$ cat src/sv/page_first_fit_allocator_macros.svh
// Assertion macros used by the top level of the page first-fit allocator.
`ifndef PAGE_FIRST_FIT_ALLOCATOR_MACROS_SVH
`define PAGE_FIRST_FIT_ALLOCATOR_MACROS_SVH

// Same-cycle implication, checked outside reset.
`define PFFA_ASSERT_NOW(label, ante, cons) \
    label: assert property (@(posedge i_clk) disable iff (!i_rst_n) (ante) |-> (cons)) \
        else $error("page allocator check failed");

// Next-cycle implication, checked outside reset.
`define PFFA_ASSERT_NEXT(label, ante, cons) \
    label: assert property (@(posedge i_clk) disable iff (!i_rst_n) (ante) |=> (cons)) \
        else $error("page allocator check failed");

`endif

$ cat src/sv/pffa_bitmap.sv
// Page-use bitmap memory with a clearing pass after reset.
module pffa_bitmap #(
    parameter int NUM_PAGES = 1024
) (
    input  logic                         i_clk,
    input  logic                         i_rst_n,
    input  logic                         i_rd_en,
    input  logic [$clog2(NUM_PAGES)-1:0] i_rd_addr,
    output logic                         o_rd_data,
    input  logic                         i_wr_en,
    input  logic [$clog2(NUM_PAGES)-1:0] i_wr_addr,
    input  logic                         i_wr_data,
    output logic                         o_busy
);
    localparam int AW = $clog2(NUM_PAGES);

    logic             r_mem [NUM_PAGES];
    logic             r_clr_busy;
    logic [AW-1:0]    r_clr_addr;
    logic             r_rd_data;

    // Clearing pass walks every page once after reset.
    always_ff @(posedge i_clk) begin
        if (!i_rst_n) begin
            r_clr_busy <= 1'b1;
            r_clr_addr <= '0;
        end else if (r_clr_busy) begin
            r_clr_addr <= r_clr_addr + AW'(1);
            if (32'(r_clr_addr) == NUM_PAGES - 1) begin
                r_clr_busy <= 1'b0;
            end
        end
    end

    // One write port, shared by the clearing pass and the allocator.
    always_ff @(posedge i_clk) begin
        if (r_clr_busy) begin
            r_mem[r_clr_addr] <= 1'b0;
        end else if (i_wr_en) begin
            r_mem[i_wr_addr] <= i_wr_data;
        end
    end

    // Registered read port.
    always_ff @(posedge i_clk) begin
        if (i_rd_en) begin
            r_rd_data <= r_mem[i_rd_addr];
        end
    end

    assign o_rd_data = r_rd_data;
    assign o_busy    = r_clr_busy;
endmodule

$ cat config.mk
export PLATFORM = sky130hd
export DESIGN_NAME = pffa_bitmap
export DESIGN_NICKNAME = d
export VERILOG_FILES = /design/src/sv/page_first_fit_allocator_macros.svh /design/src/sv/pffa_bitmap.sv
export SDC_FILE = /design/constraint.sdc
export NUM_CORES = 1
export LEC_CHECK = 0
export BUFFER_PORTS_ARGS = -buffer_cell sky130_fd_sc_hd__buf_2
export CORE_ASPECT_RATIO = 1.5
export CORE_UTILIZATION = 25
export DETAILED_ROUTE_END_ITERATION = 10
export SYNTH_ARGS = -nofsm -noshare
export SYNTH_HDL_FRONTEND = slang
export SYNTH_SLANG_ARGS = --single-unit
$ cat constraint.sdc
create_clock -name i_clk -period 64.6 [get_ports i_clk]
set_clock_uncertainty 0.05 [all_clocks]
set_input_delay 12.92 -clock i_clk [delete_from_list [all_inputs] [get_ports i_clk]]
set_output_delay 12.92 -clock i_clk [all_outputs]
set_load 0.03 [all_outputs]
Word-level counts from Yosys, hierarchy flattened

Memories as Yosys holds them, arrays and structs flattened. A register that Yosys moved wholly into a read port is not among the register bits.
Cells that the tools add are included.

Bits in latches: 0
Memories kept: 1
Bits in writable memories: 1024
Bits in registers: 11
Memory bits (read-only): 0

Reductions and logical operators: 1
Multiplexer cells: 10
Magnitude comparators: 0
Div/mod/pow operators: 0
$mul: 0
Bitwise logic cells: 0
Equal/unequal tests: 1
Shifts and indexed selects: 0
Add/sub/neg operators: 1

Memories:

| memory | depth | bits a word | read ports | clocked after Yosys merged registers in | wr ports | line              | RTL |
|---|---|---|---|---|---|---|---|
| r_mem  | 1024  | 1           | 1          | 1                                       | 1        | pffa_bitmap.sv:17 | `logic r_mem [NUM_PAGES];` |

Operator list:

| cell                    | count |
|---|---|
| $add A10 B1 Y10 const B | 1 |
| $eq A10 B10 Y1 const B  | 1 |
| $mux W10                | 1 |
| $mux W1                 | 9 |
| $reduce_or A1 Y1        | 1 |

Longest topological paths before layout

Depth in word-level cells: 5
Mapped depth: 14

Worst setup path before layout

OpenSTA, ideal clock, no wires.

Path type: input port to flip-flop
From: input i_wr_en
To: memory r_mem[0], data pin
Data required time: 61659 ps
Path slack: 35363 ps
Stages: 4
Setup time: 2891 ps
Arrival time: 26296 ps
Cell sequence: nor2b_1 buf_2 buf_2 and2_1

Word-level cells in the longest chain between the ends: 5

RTL lines:

| item                          | line              | RTL |
|---|---|---|
| start, declared               | pffa_bitmap.sv:10 | `input logic i_wr_en,` |
| $mux W1                       | pffa_bitmap.sv:39 | `end else if (i_wr_en) begin` |
| $mux W1                       | pffa_bitmap.sv:37 | `if (r_clr_busy) begin` |
| $mux W1 (implied by the code) | pffa_bitmap.sv:40 | `r_mem[i_wr_addr] <= i_wr_data;` |
| $reduce_or A1 Y1 (no line)    | n/a               |  |
| $mux W1 (no line)             | n/a               |  |
| end, declared                 | pffa_bitmap.sv:17 |  |

No other way between the ends.

==> run metrics <==
status=complete, no violations; Cell Area, Synth=45,350 sq um; Crit. End Element=flip-flop; Crit path arrival time=17.25 ns; vias in the first global route=26,690; Syn. warnings=0; final-report setup violation count=0; CP delay by family, top=buffers and inverters; H-tree levels=3; leakage power=15.95 nW; Hold Vio Cnt, Final=0; dpl cells=5,389; sequential area share after synthesis=0.6836; buffer and inverter count on the worst path=3; WHS Path Cells=3; core box area=180,400 sq um; die width=349.8 microns; via count=27,030; critical path launch point type=input port; Max-cap violations=0; Max Clk Rate=0.05922 GHz; CTS max path bufs=3; Slew headroom=0.1644; PD cells=26.29 nW/um^2; syn avg cell area=14.21 sq um; DRC Markers=0; CTS Root Cell=clkbuf_16; top post-synthesis cells by count=1,052 x nor2_1, 1,025 x edfxtp_1, 208 x mux4_2, 197 x clkbuf_1, 118 x nand2_1; minimum clock period=16.89 ns; Die Ht=523.6 microns; Worst path most repeated cell=buf_4; post-CTS setup buffers=0; via/cell ratio=4.873; Syn Nets=3,217; largest cells by area after synthesis=edfxtp_1 68%, mux4_2 10%, nor2_1 8.7%; grt ovf=0; first-pass GRT wire length=183,800 microns; count leader, synth=nor2_1; area grow syn2layout=11.34%; Fill cells=18,250; setup tns final=0 ns; R2R setup slack=60.05 ns; clock sink count=1,036; CTS tree=built; leading register cell type out of synthesis=edfxtp_1; Num CTS Buffers=89; Final Cycle Share=0.2614; Starting DRT DRC Count=2,889; Non-Filler Instances=5,547; R2R depth=5; number of synthesized flops with an enable pin=1,025; top cell type by total area after synthesis=edfxtp_1; DP HPWL=68,230 microns; r2r endpoint=r_mem[376]$_DFFE_PP_; share of the synthesized area in the top cell type=0.6787; NumNets Final=3,094; worst skew pair latency=0.69 ns; cts hold-fix bufs=0; Worst EP required=64.96 ns; Starting Density=0.2514; Port Buf Inserts=26; slowest stage delay, CP=0.82 ns; site row count=191; peak supply drop=0.02348 mV; post-route ant nets=0; top fanout value on the critical path=50; Worst Hold Class=reg2reg; total wire length=129,300 microns; initial antenna violation count=8; FF/Latch Area=31,000 sq um; RR Startpoint=o_busy$_SDFF_PN1_; Yosys cell types=64; crit-path cells=buf_8 -> buf_4 -> buf_4 -> mux4_2 -> mux2_2 -> a221oi_1 -> o21ai_0 -> o311ai_0 -> or4_1 -> o41a_1 -> o2111ai_1; share of cells above drive strength 1=0.1452; I/O Pins=27; RSZ-0062 raised after global routing=false; Pre-antenna DRT Iters=6; Final Wtd Congestion=0.8037; CTS resizes=0; clock transition at the registers of the reported paths=0.06 ns; Tot Pwr=1.327 mW; Worst Setup SP=i_rd_addr[0]; Die ar.=183,100 sq um; area of the multi-input gates=12,980 sq um; DR WL/cell=23.30 microns; Crit. path cell count=11; pin count of the biggest net entering global routing=314; hold path endpoint=o_busy$_SDFF_PN1_; FF+latch count, synth=1,036; Worst-Margin Slew=1.253 ns; critical path class=in2reg; asr flop ratio synth=0; Slew Viols, Final=0; Synth Instances=3,191; Hold Path Origin=r_clr_addr[9]$_SDFFE_PN0P_; CP max-delay cell=buf_4; Total Routing Usage GR=0.1380
## worst max-delay path by stage
stage                     endpoint
2_1_floorplan   r_mem[0]$_DFFE_PP_
5_1_grt        o_rd_data$_DFFE_PP_
6_report       o_rd_data$_DFFE_PP_
4_1_cts        o_rd_data$_DFFE_PP_
3_5_place_dp   o_rd_data$_DFFE_PP_
3_3_place_gp   o_rd_data$_DFFE_PP_
## placed cells by master (no fill, tap or decap), drive strengths merged, types with 12 or more instances in the layout
cell / netlist / final
clkbuf: 197 / 111
nor3: 20 / 20
clkinv: 1 / 35
o22ai: 20 / 20
nand2b: 19 / 19
edfxtp: 1025 / 1025
and2: 19 / 19
o21ai: 22 / 22
a21oi: 34 / 34
nand3: 20 / 20
a22oi: 35 / 35
mux4: 218 / 218
o221ai: 29 / 29
buf: 101 / 84
nand2: 118 / 118
mux2i: 109 / 109
a221oi: 12 / 12
nand4: 15 / 15
nor2: 1052 / 1052
## state kept, by name, summed over array words and instances (netlist names)
signal and flops:
o_rd_data 1, r_clr_addr 10, r_mem 1024, o_busy 1
## worst min-delay path, delay by kind of cell, from the launching register on
| family | cells | cell delay, ns |
|---|---|---|
| flip-flops | 1 | 0.34 |
| AND/OR/NAND/NOR | 2 | 0.12 |
| AO/OA/AOI/OAI | 1 | 0.07 |
## cell type report
| cell class | count | share of cell area |
|---|---|---|
| Inverter | 8 | 0.0005947 |
| Clock buffer | 111 | 0.04659 |
| Timing Repair Buffer | 84 | 0.01234 |
| Sequential cell | 1036 | 0.6140 |
| Tap cell | 2412 | 0.05977 |
| Antenna cell | 1 | 0.00004956 |
| Clock inverter | 46 | 0.009664 |
| Multi-Input combinational cell | 1849 | 0.2570 |
## layer usage
layer	track usage	part of all wire
met1	0.1607	0.37
met2	0.2494	0.52
met3	0.01975	0.069
met4	0.06241	0.044
met5	0	0.00048
## cells by family (layout without fill, tap and decap cells)
family                     Yosys count  in the layout  synth area share
and+or+nand+nor                   1308           1308            0.1154
DFF                               1036           1036            0.6836
muxes                              330            330            0.1339
buffers and inverters              306            249           0.03352
AOI/OAI and AO/OA                  202            202           0.03181
xor gates and xnor gates             8              8          0.001545
adders and majority gates            1              1         0.0002758
other                                0              1                 0
## power by group
group,switching (mW),internal [mW]
sequential,0.000306,0.727
combinational,0.0373,0.0196
clock,0.245,0.298
total,0.283,1.04
## per-stage QoR
stage	setup slack [ns]	cell area, sq um	utilization	hold WS [ns]
after floorplan	35.36	45350	-	0.4353
after global placement	46.86	47650	0.2641	0.4531
after detailed placement	46.92	47650	0.2641	0.4766
after CTS	47.65	50490	0.2798	0.4895
after global routing	47.36	50490	0.2798	0.4934
final	47.71	50490	0.2798	0.4970
Note: power is estimated with default switching activity, not from simulation.
